$ cat src/llrp_pkg.sv
// ============================================================================
// llrp_pkg
// Shared types, constants and the schedulability bound table generator for
// the least-loaded rate-monotonic task partitioner.
// ============================================================================
package llrp_pkg;

  // fixed field widths
  localparam int TIME_W     = 10;
  localparam int LOAD_W     = 23;
  localparam int UTIL_W     = 17;
  localparam int FRAC_BITS  = 16;
  localparam int PROC_OUT_W = 2;
  localparam int CNT_OUT_W  = 7;
  localparam int CFG_W      = 3;
  localparam int QDEPTH     = 2;

  localparam logic [LOAD_W-1:0] LOAD_MAX   = {LOAD_W{1'b1}};
  localparam logic [CFG_W-1:0]  CFG_RESET  = 3'd4;
  localparam logic [UTIL_W-1:0] UTIL_ONE   = 17'h10000;

  // result status codes
  typedef enum logic [1:0] {
    ST_ASSIGNED    = 2'd0,
    ST_ZERO_PERIOD = 2'd1,
    ST_COST_OVER   = 2'd2,
    ST_FULL        = 2'd3
  } status_e;

  // back end sequencer states
  typedef enum logic [1:0] {
    BK_IDLE,
    BK_RUN,
    BK_CHECK,
    BK_EMIT
  } back_state_e;

  // input request
  typedef struct packed {
    logic              start_new_set;
    logic [TIME_W-1:0] exec_cost;
    logic [TIME_W-1:0] task_period;
  } task_in_t;

  // result
  typedef struct packed {
    status_e              status;
    logic [PROC_OUT_W-1:0] assigned_processor;
    logic [LOAD_W-1:0]    processor_utilization;
    logic [CNT_OUT_W-1:0] processor_task_count;
    logic                 within_bound;
  } task_out_t;

  // classified request held in the queue between front and back
  typedef struct packed {
    logic              clear;
    status_e           kind;
    logic [TIME_W-1:0] cost;
    logic [TIME_W-1:0] period;
  } task_req_t;

  // floor(65536 * n * (2^(1/n) - 1)), evaluated at elaboration only
  // 2^(1/n) is found by bisection on x^n <= 2
  function automatic int unsigned ll_bound_f(int unsigned n);
    real lo;
    real hi;
    real mid;
    real pw;
    if (n <= 1) begin
      return 65536;
    end
    lo = 1.0;
    hi = 2.0;
    for (int k = 0; k < 60; k++) begin
      mid = (lo + hi) * 0.5;
      pw  = 1.0;
      for (int unsigned j = 0; j < n; j++) begin
        pw = pw * mid;
      end
      if (pw <= 2.0) begin
        lo = mid;
      end else begin
        hi = mid;
      end
    end
    return $rtoi(65536.0 * real'(n) * (lo - 1.0));
  endfunction

endpackage

$ cat src/llrp_front.sv
// ============================================================================
// llrp_front
// Accepts task requests, masks the time fields, classifies zero period and
// cost-over-period errors, and buffers them in a two-entry queue.
// ============================================================================
module llrp_front #(
  parameter int TIME_BITS = 10
) (
  input  logic               clk_i,
  input  logic               rst_ni,
  input  logic               push_i,
  input  llrp_pkg::task_in_t task_i,
  output logic               full_o,
  output logic               req_valid_o,
  output llrp_pkg::task_req_t req_o,
  input  logic               deq_i
);
  import llrp_pkg::*;

  localparam int CW = (TIME_BITS < TIME_W) ? TIME_BITS : TIME_W;
  localparam logic [TIME_W-1:0] TMASK = TIME_W'((64'd1 << CW) - 64'd1);
  localparam int PTR_W = $clog2(QDEPTH);
  localparam int CNT_W = $clog2(QDEPTH + 1);

  task_req_t           entry_q [QDEPTH];
  logic [PTR_W-1:0]    wr_ptr_q, rd_ptr_q;
  logic [CNT_W-1:0]    count_q;
  task_req_t           cls;
  logic                enq, deq;

  // classify the incoming request
  always_comb begin
    cls.clear  = task_i.start_new_set;
    cls.cost   = task_i.exec_cost & TMASK;
    cls.period = task_i.task_period & TMASK;
    if (cls.period == '0) begin
      cls.kind = ST_ZERO_PERIOD;
    end else if (cls.cost > cls.period) begin
      cls.kind = ST_COST_OVER;
    end else begin
      cls.kind = ST_ASSIGNED;
    end
  end

  assign full_o      = (count_q == CNT_W'(QDEPTH));
  assign req_valid_o = (count_q != '0);
  assign req_o       = entry_q[rd_ptr_q];
  assign enq         = push_i && !full_o;
  assign deq         = deq_i && req_valid_o;

  // queue storage
  always_ff @(posedge clk_i) begin
    if (enq) begin
      entry_q[wr_ptr_q] <= cls;
    end
  end

  // queue pointers
  always_ff @(posedge clk_i or negedge rst_ni) begin
    if (!rst_ni) begin
      wr_ptr_q <= '0;
      rd_ptr_q <= '0;
      count_q  <= '0;
    end else begin
      if (enq) begin
        wr_ptr_q <= PTR_W'((32'(wr_ptr_q) + 1) % QDEPTH);
      end
      if (deq) begin
        rd_ptr_q <= PTR_W'((32'(rd_ptr_q) + 1) % QDEPTH);
      end
      if (enq && !deq) begin
        count_q <= count_q + 1'b1;
      end else if (deq && !enq) begin
        count_q <= count_q - 1'b1;
      end
    end
  end

endmodule

$ cat src/llrp_div.sv
// ============================================================================
// llrp_div
// Bit-serial restoring divider for (cost << 16) / period with cost <= period,
// one quotient bit per cycle.
// ============================================================================
module llrp_div #(
  parameter int VAL_W = 10
) (
  input  logic                       clk_i,
  input  logic                       rst_ni,
  input  logic                       start_i,
  input  logic [VAL_W-1:0]           dividend_i,
  input  logic [VAL_W-1:0]           divisor_i,
  output logic                       busy_o,
  output logic [llrp_pkg::UTIL_W-1:0] quotient_o
);
  import llrp_pkg::*;

  localparam int STEP_W = $clog2(UTIL_W);

  logic [VAL_W-1:0]  rem_q, rem_d;
  logic [VAL_W-1:0]  div_q;
  logic [UTIL_W-1:0] quo_q;
  logic [STEP_W-1:0] step_q;
  logic              busy_q;
  logic [VAL_W:0]    trial;
  logic              ge;

  // one restoring step: the first step compares without shifting
  always_comb begin
    trial = (step_q == '0) ? {1'b0, rem_q} : {rem_q, 1'b0};
    ge    = (trial >= {1'b0, div_q});
    rem_d = ge ? VAL_W'(trial - {1'b0, div_q}) : VAL_W'(trial);
  end

  assign busy_o     = busy_q;
  assign quotient_o = quo_q;

  // datapath
  always_ff @(posedge clk_i) begin
    if (start_i) begin
      rem_q <= dividend_i;
      div_q <= divisor_i;
      quo_q <= '0;
    end else if (busy_q) begin
      rem_q <= rem_d;
      quo_q <= {quo_q[UTIL_W-2:0], ge};
    end
  end

  // step counter
  always_ff @(posedge clk_i or negedge rst_ni) begin
    if (!rst_ni) begin
      busy_q <= 1'b0;
      step_q <= '0;
    end else if (start_i) begin
      busy_q <= 1'b1;
      step_q <= '0;
    end else if (busy_q) begin
      if (step_q == STEP_W'(UTIL_W - 1)) begin
        busy_q <= 1'b0;
      end else begin
        step_q <= step_q + 1'b1;
      end
    end
  end

endmodule

$ cat src/llrp_back.sv
// ============================================================================
// llrp_back
// Carries out queued requests: least-loaded search over the active
// processors alongside the divider, load and count update, bound check and
// the result register.
// ============================================================================
module llrp_back #(
  parameter int PROCESSORS              = 4,
  parameter int MAX_TASKS_PER_PROCESSOR = 64,
  parameter int VAL_W                   = 10
) (
  input  logic                                    clk_i,
  input  logic                                    rst_ni,
  input  logic [$clog2(PROCESSORS+1)-1:0]         act_i,
  input  logic                                    req_valid_i,
  input  llrp_pkg::task_req_t                     req_i,
  output logic                                    deq_o,
  input  logic                                    pop_i,
  output logic                                    empty_o,
  output llrp_pkg::task_out_t                     result_o
);
  import llrp_pkg::*;

  localparam int AW   = $clog2(PROCESSORS + 1);
  localparam int PW   = (PROCESSORS > 1) ? $clog2(PROCESSORS) : 1;
  localparam int CNTW = $clog2(MAX_TASKS_PER_PROCESSOR + 1);
  localparam logic [CNTW-1:0] CNT_MAX = CNTW'(MAX_TASKS_PER_PROCESSOR);

  back_state_e       state_q, state_d;
  logic [LOAD_W-1:0] loads_q [PROCESSORS];
  logic [CNTW-1:0]   tasks_q [PROCESSORS];
  logic [UTIL_W-1:0] bound_tab [MAX_TASKS_PER_PROCESSOR+1];

  status_e           status_q;
  logic [PW-1:0]     best_idx_q;
  logic [LOAD_W-1:0] best_load_q;
  logic [AW-1:0]     scan_idx_q;
  logic [LOAD_W-1:0] total_q;
  logic [CNTW-1:0]   cnt_q;
  task_out_t         out_q, out_d;
  logic              out_valid_q;

  logic              deq, div_start, commit_chk, emit, scan_done;
  logic              div_busy;
  logic [UTIL_W-1:0] util;
  logic [LOAD_W-1:0] scan_load;
  logic [LOAD_W:0]   sum;
  logic [LOAD_W-1:0] total_sat;
  logic              proc_full;

  // bound table, one entry per task count
  for (genvar g = 0; g <= MAX_TASKS_PER_PROCESSOR; g++) begin : g_bound
    assign bound_tab[g] = UTIL_W'(ll_bound_f(g));
  end

  // utilization divider
  llrp_div #(
    .VAL_W(VAL_W)
  ) u_div (
    .clk_i     (clk_i),
    .rst_ni    (rst_ni),
    .start_i   (div_start),
    .dividend_i(req_i.cost[VAL_W-1:0]),
    .divisor_i (req_i.period[VAL_W-1:0]),
    .busy_o    (div_busy),
    .quotient_o(util)
  );

  assign scan_load = loads_q[scan_idx_q[PW-1:0]];
  assign scan_done = (scan_idx_q >= act_i);
  assign sum       = {1'b0, best_load_q} + (LOAD_W+1)'(util);
  assign total_sat = sum[LOAD_W] ? LOAD_MAX : sum[LOAD_W-1:0];
  assign proc_full = (tasks_q[best_idx_q] >= CNT_MAX);
  assign deq_o     = deq;
  assign empty_o   = !out_valid_q;
  assign result_o  = out_q;

  // sequencer next state and controls
  always_comb begin
    state_d    = state_q;
    deq        = 1'b0;
    div_start  = 1'b0;
    commit_chk = 1'b0;
    emit       = 1'b0;
    unique case (state_q)
      BK_IDLE: begin
        if (req_valid_i) begin
          deq = 1'b1;
          if (req_i.kind == ST_ASSIGNED) begin
            div_start = 1'b1;
            state_d   = BK_RUN;
          end else begin
            state_d = BK_EMIT;
          end
        end
      end
      BK_RUN: begin
        if (!div_busy && scan_done) begin
          state_d = BK_CHECK;
        end
      end
      BK_CHECK: begin
        commit_chk = 1'b1;
        state_d    = BK_EMIT;
      end
      BK_EMIT: begin
        if (!out_valid_q || pop_i) begin
          emit    = 1'b1;
          state_d = BK_IDLE;
        end
      end
      default: state_d = BK_IDLE;
    endcase
  end

  // result formatting
  always_comb begin
    out_d        = '0;
    out_d.status = status_q;
    if (status_q == ST_ASSIGNED) begin
      out_d.assigned_processor    = PROC_OUT_W'(best_idx_q);
      out_d.processor_utilization = total_q;
      out_d.processor_task_count  = CNT_OUT_W'(cnt_q);
      out_d.within_bound          = (total_q <= LOAD_W'(bound_tab[cnt_q]));
    end
  end

  // request working registers
  always_ff @(posedge clk_i) begin
    if (deq) begin
      status_q    <= req_i.kind;
      best_idx_q  <= '0;
      best_load_q <= req_i.clear ? '0 : loads_q[0];
      scan_idx_q  <= AW'(1);
    end else if (state_q == BK_RUN) begin
      if (!scan_done) begin
        if (scan_load < best_load_q) begin
          best_load_q <= scan_load;
          best_idx_q  <= scan_idx_q[PW-1:0];
        end
        scan_idx_q <= scan_idx_q + 1'b1;
      end
    end else if (commit_chk) begin
      if (proc_full) begin
        status_q <= ST_FULL;
      end else begin
        total_q <= total_sat;
        cnt_q   <= tasks_q[best_idx_q] + 1'b1;
      end
    end
  end

  // per-processor load and task count
  always_ff @(posedge clk_i or negedge rst_ni) begin
    if (!rst_ni) begin
      for (int i = 0; i < PROCESSORS; i++) begin
        loads_q[i] <= '0;
        tasks_q[i] <= '0;
      end
    end else if (deq && req_i.clear) begin
      for (int i = 0; i < PROCESSORS; i++) begin
        loads_q[i] <= '0;
        tasks_q[i] <= '0;
      end
    end else if (commit_chk && !proc_full) begin
      loads_q[best_idx_q] <= total_sat;
      tasks_q[best_idx_q] <= tasks_q[best_idx_q] + 1'b1;
    end
  end

  // sequencer state
  always_ff @(posedge clk_i or negedge rst_ni) begin
    if (!rst_ni) begin
      state_q <= BK_IDLE;
    end else begin
      state_q <= state_d;
    end
  end

  // result register
  always_ff @(posedge clk_i) begin
    if (emit) begin
      out_q <= out_d;
    end
  end

  always_ff @(posedge clk_i or negedge rst_ni) begin
    if (!rst_ni) begin
      out_valid_q <= 1'b0;
    end else if (emit) begin
      out_valid_q <= 1'b1;
    end else if (pop_i) begin
      out_valid_q <= 1'b0;
    end
  end

endmodule

$ cat src/least_loaded_rms_task_partitioner.sv
// ============================================================================
// least_loaded_rms_task_partitioner
// Worst-fit partitioning of periodic tasks onto processors with a
// Liu-Layland utilization check per processor.
// ============================================================================
// Tasks enter through a two-entry request queue and are handled one at a
// time. A task that passes the period checks is dequeued, then runs the
// bit-serial utilization divider (one quotient bit per cycle), which also
// covers the least-loaded search, one processor per cycle. The sequencer
// then sees the divider finish, updates the chosen processor and loads the
// result register once it is free; when the chosen processor turns out
// to be full, it is not updated. A task rejected for a zero period or a
// cost above its period is dequeued and then emitted. Results wait in a
// one-entry output register while the queue keeps taking requests.
// Setting start_new_set clears every load and count before the task is
// handled, even when the task itself is rejected.
module least_loaded_rms_task_partitioner #(
  parameter int PROCESSORS              = 4,
  parameter int MAX_TASKS_PER_PROCESSOR = 64,
  parameter int TIME_BITS               = 10
) (
  input  logic                          clk_i,
  input  logic                          rst_ni,
  input  logic                          push,
  output logic                          full,
  input  llrp_pkg::task_in_t            task_i,
  output logic                          empty,
  input  logic                          pop,
  output llrp_pkg::task_out_t           result_o,
  input  logic                          cfg_we_i,
  input  logic [llrp_pkg::CFG_W-1:0]    cfg_wdata_i
);
  import llrp_pkg::*;

  localparam int CW = (TIME_BITS < TIME_W) ? TIME_BITS : TIME_W;
  localparam int AW = $clog2(PROCESSORS + 1);

  logic [CFG_W-1:0] active_q;
  logic [AW-1:0]    act;
  logic             req_valid, deq;
  task_req_t        req;

  // active processor count register
  always_ff @(posedge clk_i or negedge rst_ni) begin
    if (!rst_ni) begin
      active_q <= CFG_RESET;
    end else if (cfg_we_i) begin
      active_q <= cfg_wdata_i;
    end
  end

  // clamp to 1..PROCESSORS
  always_comb begin
    if (active_q == '0) begin
      act = AW'(1);
    end else if (32'(active_q) > PROCESSORS) begin
      act = AW'(PROCESSORS);
    end else begin
      act = AW'(active_q);
    end
  end

  llrp_front #(
    .TIME_BITS(TIME_BITS)
  ) u_front (
    .clk_i      (clk_i),
    .rst_ni     (rst_ni),
    .push_i     (push),
    .task_i     (task_i),
    .full_o     (full),
    .req_valid_o(req_valid),
    .req_o      (req),
    .deq_i      (deq)
  );

  llrp_back #(
    .PROCESSORS             (PROCESSORS),
    .MAX_TASKS_PER_PROCESSOR(MAX_TASKS_PER_PROCESSOR),
    .VAL_W                  (CW)
  ) u_back (
    .clk_i      (clk_i),
    .rst_ni     (rst_ni),
    .act_i      (act),
    .req_valid_i(req_valid),
    .req_i      (req),
    .deq_o      (deq),
    .pop_i      (pop),
    .empty_o    (empty),
    .result_o   (result_o)
  );

endmodule

$ cat config.mk
export PLATFORM = sky130hd
export DESIGN_NAME = least_loaded_rms_task_partitioner
export DESIGN_NICKNAME = d
export VERILOG_FILES = /design/src/llrp_pkg.sv /design/src/llrp_front.sv /design/src/llrp_div.sv /design/src/llrp_back.sv /design/src/least_loaded_rms_task_partitioner.sv
export SDC_FILE = /design/constraint.sdc
export NUM_CORES = 1
export LEC_CHECK = 0
export ABC_AREA = 1
export BUFFER_PORTS_ARGS = -buffer_cell sky130_fd_sc_hd__buf_4
export CORE_MARGIN = 2
export CORE_UTILIZATION = 65
export DETAILED_ROUTE_END_ITERATION = 10
export GPL_TIMING_DRIVEN = 0
export PLACE_DENSITY = 0.82
export SETUP_SLACK_MARGIN = 0.05
export SLEW_MARGIN = 10
export SYNTH_ARGS = -nofsm -noshare
export SYNTH_HDL_FRONTEND = slang
export SYNTH_SLANG_ARGS = --single-unit
$ cat constraint.sdc
create_clock -name clk_i -period 6.1 [get_ports clk_i]
set_input_delay 1.22 -clock clk_i [delete_from_list [all_inputs] [get_ports clk_i]]
set_output_delay 1.22 -clock clk_i [all_outputs]
set_load 0.01 [all_outputs]
==> results.md <==
* Outcome: finished, final reports clean
* DR vias at 14.79k
* Crit path top cell by count: nand2_1
* DR iter-0 viols at 1682
* Total gr overflow at 0
* DP HPWL at 35780 µm
* Die Wd at 166.6 µm
* NumNets Final at 2296
* Worst setup SP type: register
* Routed WL at 46450 µm
* Setup Skew at 19.36 ps
* Fill count at 1941
* Post-Synthesis Cells at 2060
* CP Max Fanout at 23
* Post-DRT Antenna Nets at 0
* Area delta synth->final at 12.09%
* Syn Area/Cell at 8.341 µm²
* First-pass GRT wire length at 74290 µm
* Predominant post-synthesis flop cell: edfxtp_1
* Setup slack, reg-to-reg at 1680 ps
* Area of the core at 25980 µm²
* Yosys top cell area share at 0.2726
* Final setup TNS at 0 ps
* Crit-path slowest cell: nand2_1
* CTS tree: yes
* Synthesized Nets at 2191
* Row count at 59
* Clock Latency Late Sink at 520 ps
* CP required at 6230 ps
* RSZ-0062 raised after global routing: no
* Final period util at 0.7247
* Cell Pwr Density at 598.8 nW/µm²
* CTS max path bufs at 3
* Worst VDD drop at 0.4478 mV
* Slew @ Worst Pin at 991.4 ps
* Ys Warns at 0
* Synthesized area at 17180 µm²
* Static leakage at 9.433 nW
* DRC Markers at 0
* Max_slew headroom at 0.3375
* Post-CTS setup buffer count at 0
* DRT Pass-1 Iters at 6
* Synth area leaders: edfxtp_1 (27%), dfrtp_1 (20%), nand2_1 (14%)
* Min-delay worst type: reg2reg
* Yosys reg bits at 314
* Worst-path cell chain: clkbuf_1 -> clkbuf_1 -> o21ai_0 -> o22ai_1 -> ha_1 -> a21oi_1 -> o21ai_0 -> nand2_1 -> nand4_1 -> nor2_1 -> nand2_1 -> nand2_1
* Yosys top cell by area: edfxtp_1
* Critical path type: reg2reg
* Initial antenna violation count at 0
* I/O pins at 66
* Ratio of cells with drive above 1 in the final layout at 0.08223
* Clock H-tree levels at 2
* Clk root buf: clkbuf_16
* Hold buffer count at cts at 0
* Vias in the first global route at 14.21k
* Global-route total usage across every layer at 0.3352
* Ys async rst share at 0.4331
* Hold Violations, Final at 0
* Vias per cell at 5.858
* Synth unique cells at 58
* Number of synthesized flops with an enable pin at 156
* Commonest cells after routing, fill and taps aside: nand2_1 (650), inv_1 (240), nor2_1 (171)
* F_max at 226.2 MHz
* Antenna Diode Count at 0
* # port buffers at 65
* Critical path arrival at 4550 ps
* Pwr Total at 11.53 mW
* Final Slew Violations at 0
* Post-synthesis sequential area ratio at 0.4964
* Die footprint at 27750 µm²
* Final Wtd Congestion at 0.9501
* Leading cell type in the layout, fill and taps excluded: nand2_1
* Minimum clock period at 4421 ps
* Final setup violation count at 0
* Die height at 166.6 µm
* WL/cell at 18.40 µm
* Post-CTS sizing at 0
* Slowest stage delay, CP at 750 ps
* Pin count of the biggest net entering global routing at 86
* Cts bufs inserted at 34
* Crit end category: register
* Max cap viols at 0
* CTS sink cnt at 314
* Worst-path clk slew at 60 ps
* Initial Utilization at 0.6613
[flip-flops by register name (all words and copies together), names as in the netlist, 2 cells and up]
register,cells
u_front.count_q,2
u_back.u_div.quotient_o,17
u_back.state_q,2
u_back.total_q,23
active_q,3
u_back.result_o,35
u_back.best_idx_q,2
u_front.entry_q,46
u_back.status_q,2
u_back.best_load_q,23
u_back.cnt_q,7
u_back.loads_q,92
u_back.u_div.rem_q,10
u_back.tasks_q,28
u_back.scan_idx_q,3
u_back.u_div.step_q,5
u_back.u_div.div_q,10
[worst paths after layout]
kind                                 startpoint                     end  cells after the start
max                        u_back.scan_idx_q[0]  u_back.best_load_q[10]                     12
min                          u_back.loads_q[50]      u_back.loads_q[50]                      2
min in group asynchronous                rst_ni      u_back.loads_q[79]                      1
max in group asynchronous                rst_ni       u_back.tasks_q[4]                      2
max reg2reg                u_back.scan_idx_q[0]  u_back.best_load_q[10]                     12
min reg2reg                  u_back.loads_q[50]      u_back.loads_q[50]                      2
[layer usage]
layer	global-route usage	wire length [µm]	part of all wire	vias up
li1	-	-	-	6962
met1	0.4570	18970	0.41	6985
met2	0.5532	21950	0.47	699
met3	0.05466	3890	0.084	140
met4	0.1109	1637	0.035	0
met5	0	0	0	-
[power breakdown]
| group | internal (mW) | switching, mW |
|---|---|---|
| clock network | 1.17 | 0.825 |
| logic | 1.82 | 3.98 |
| registers | 3.24 | 0.492 |
[metrics by stage]
stage | hold slack [ps] | cell area (µm²) | instances | utilization | worst slack [ps]
2_1_floorplan | 417.4 | 17180 | 2060 | - | 2686
3_3_place_gp | 455.1 | 18090 | 2460 | 0.6962 | 1851
3_5_place_dp | 459.6 | 18200 | 2464 | 0.7002 | 1924
4_1_cts | 475.5 | 19260 | 2524 | 0.7412 | 1891
5_1_grt | 493.9 | 19260 | 2524 | 0.7412 | 1588
6_report | 474.4 | 19260 | 2524 | 0.7412 | 1679
[logic make-up after synthesis]
kind of cell / after synthesis / share of synthesized area
and+or+nand+nor: 999 / 0.2402
buffers and inverters: 315 / 0.07304
DFF: 314 / 0.4964
AOI/OAI and AO/OA: 296 / 0.09670
adders and majority gates: 102 / 0.07515
xor gates and xnor gates: 22 / 0.01121
muxes: 12 / 0.007354
[Yosys cell counts, drive strengths merged (2+ instances only)]
cell type and n:
o221ai 3, o21bai 6, ha 100, o31ai 2
o22ai 32, dfxtp 22, a21oi 84, mux2i 10
edfxtp 156, clkbuf 34, xor2 9, and2 5
a31oi 2, xnor2 13, nor3 12, fa 2
a32oi 2, nand4 20, nand3b 14, buf 31
nor2 181, o211ai 3, nand3 100, nor4 6
a211oi 4, mux2 2, dfrtp 135, a22oi 17
o21ai 132, nor3b 2, a22o 2, nand2 657
inv 249, o21a 3
[critical path, delay by kind of cell, from the launching register on]
family / cells / cell delay (ps)
simple gates: 5 / 1530
buf+inv: 2 / 860
compound gates: 4 / 840
flops: 1 / 460
fa+ha+maj: 1 / 330
[final cells by class]
cell class,count,area (µm²),share of cell area
multi-input combinational,1431,7422,0.3854
clock buffer,51,987.2,0.05126
buffer,65,314.1,0.01631
sequential,314,8529,0.4429
clock inverter,9,77.57,0.004028
timing repair buffer,69,569.3,0.02956
tap,335,419.2,0.02176
inverter,250,940.9,0.04885
Power figures use the tool's default switching activity.
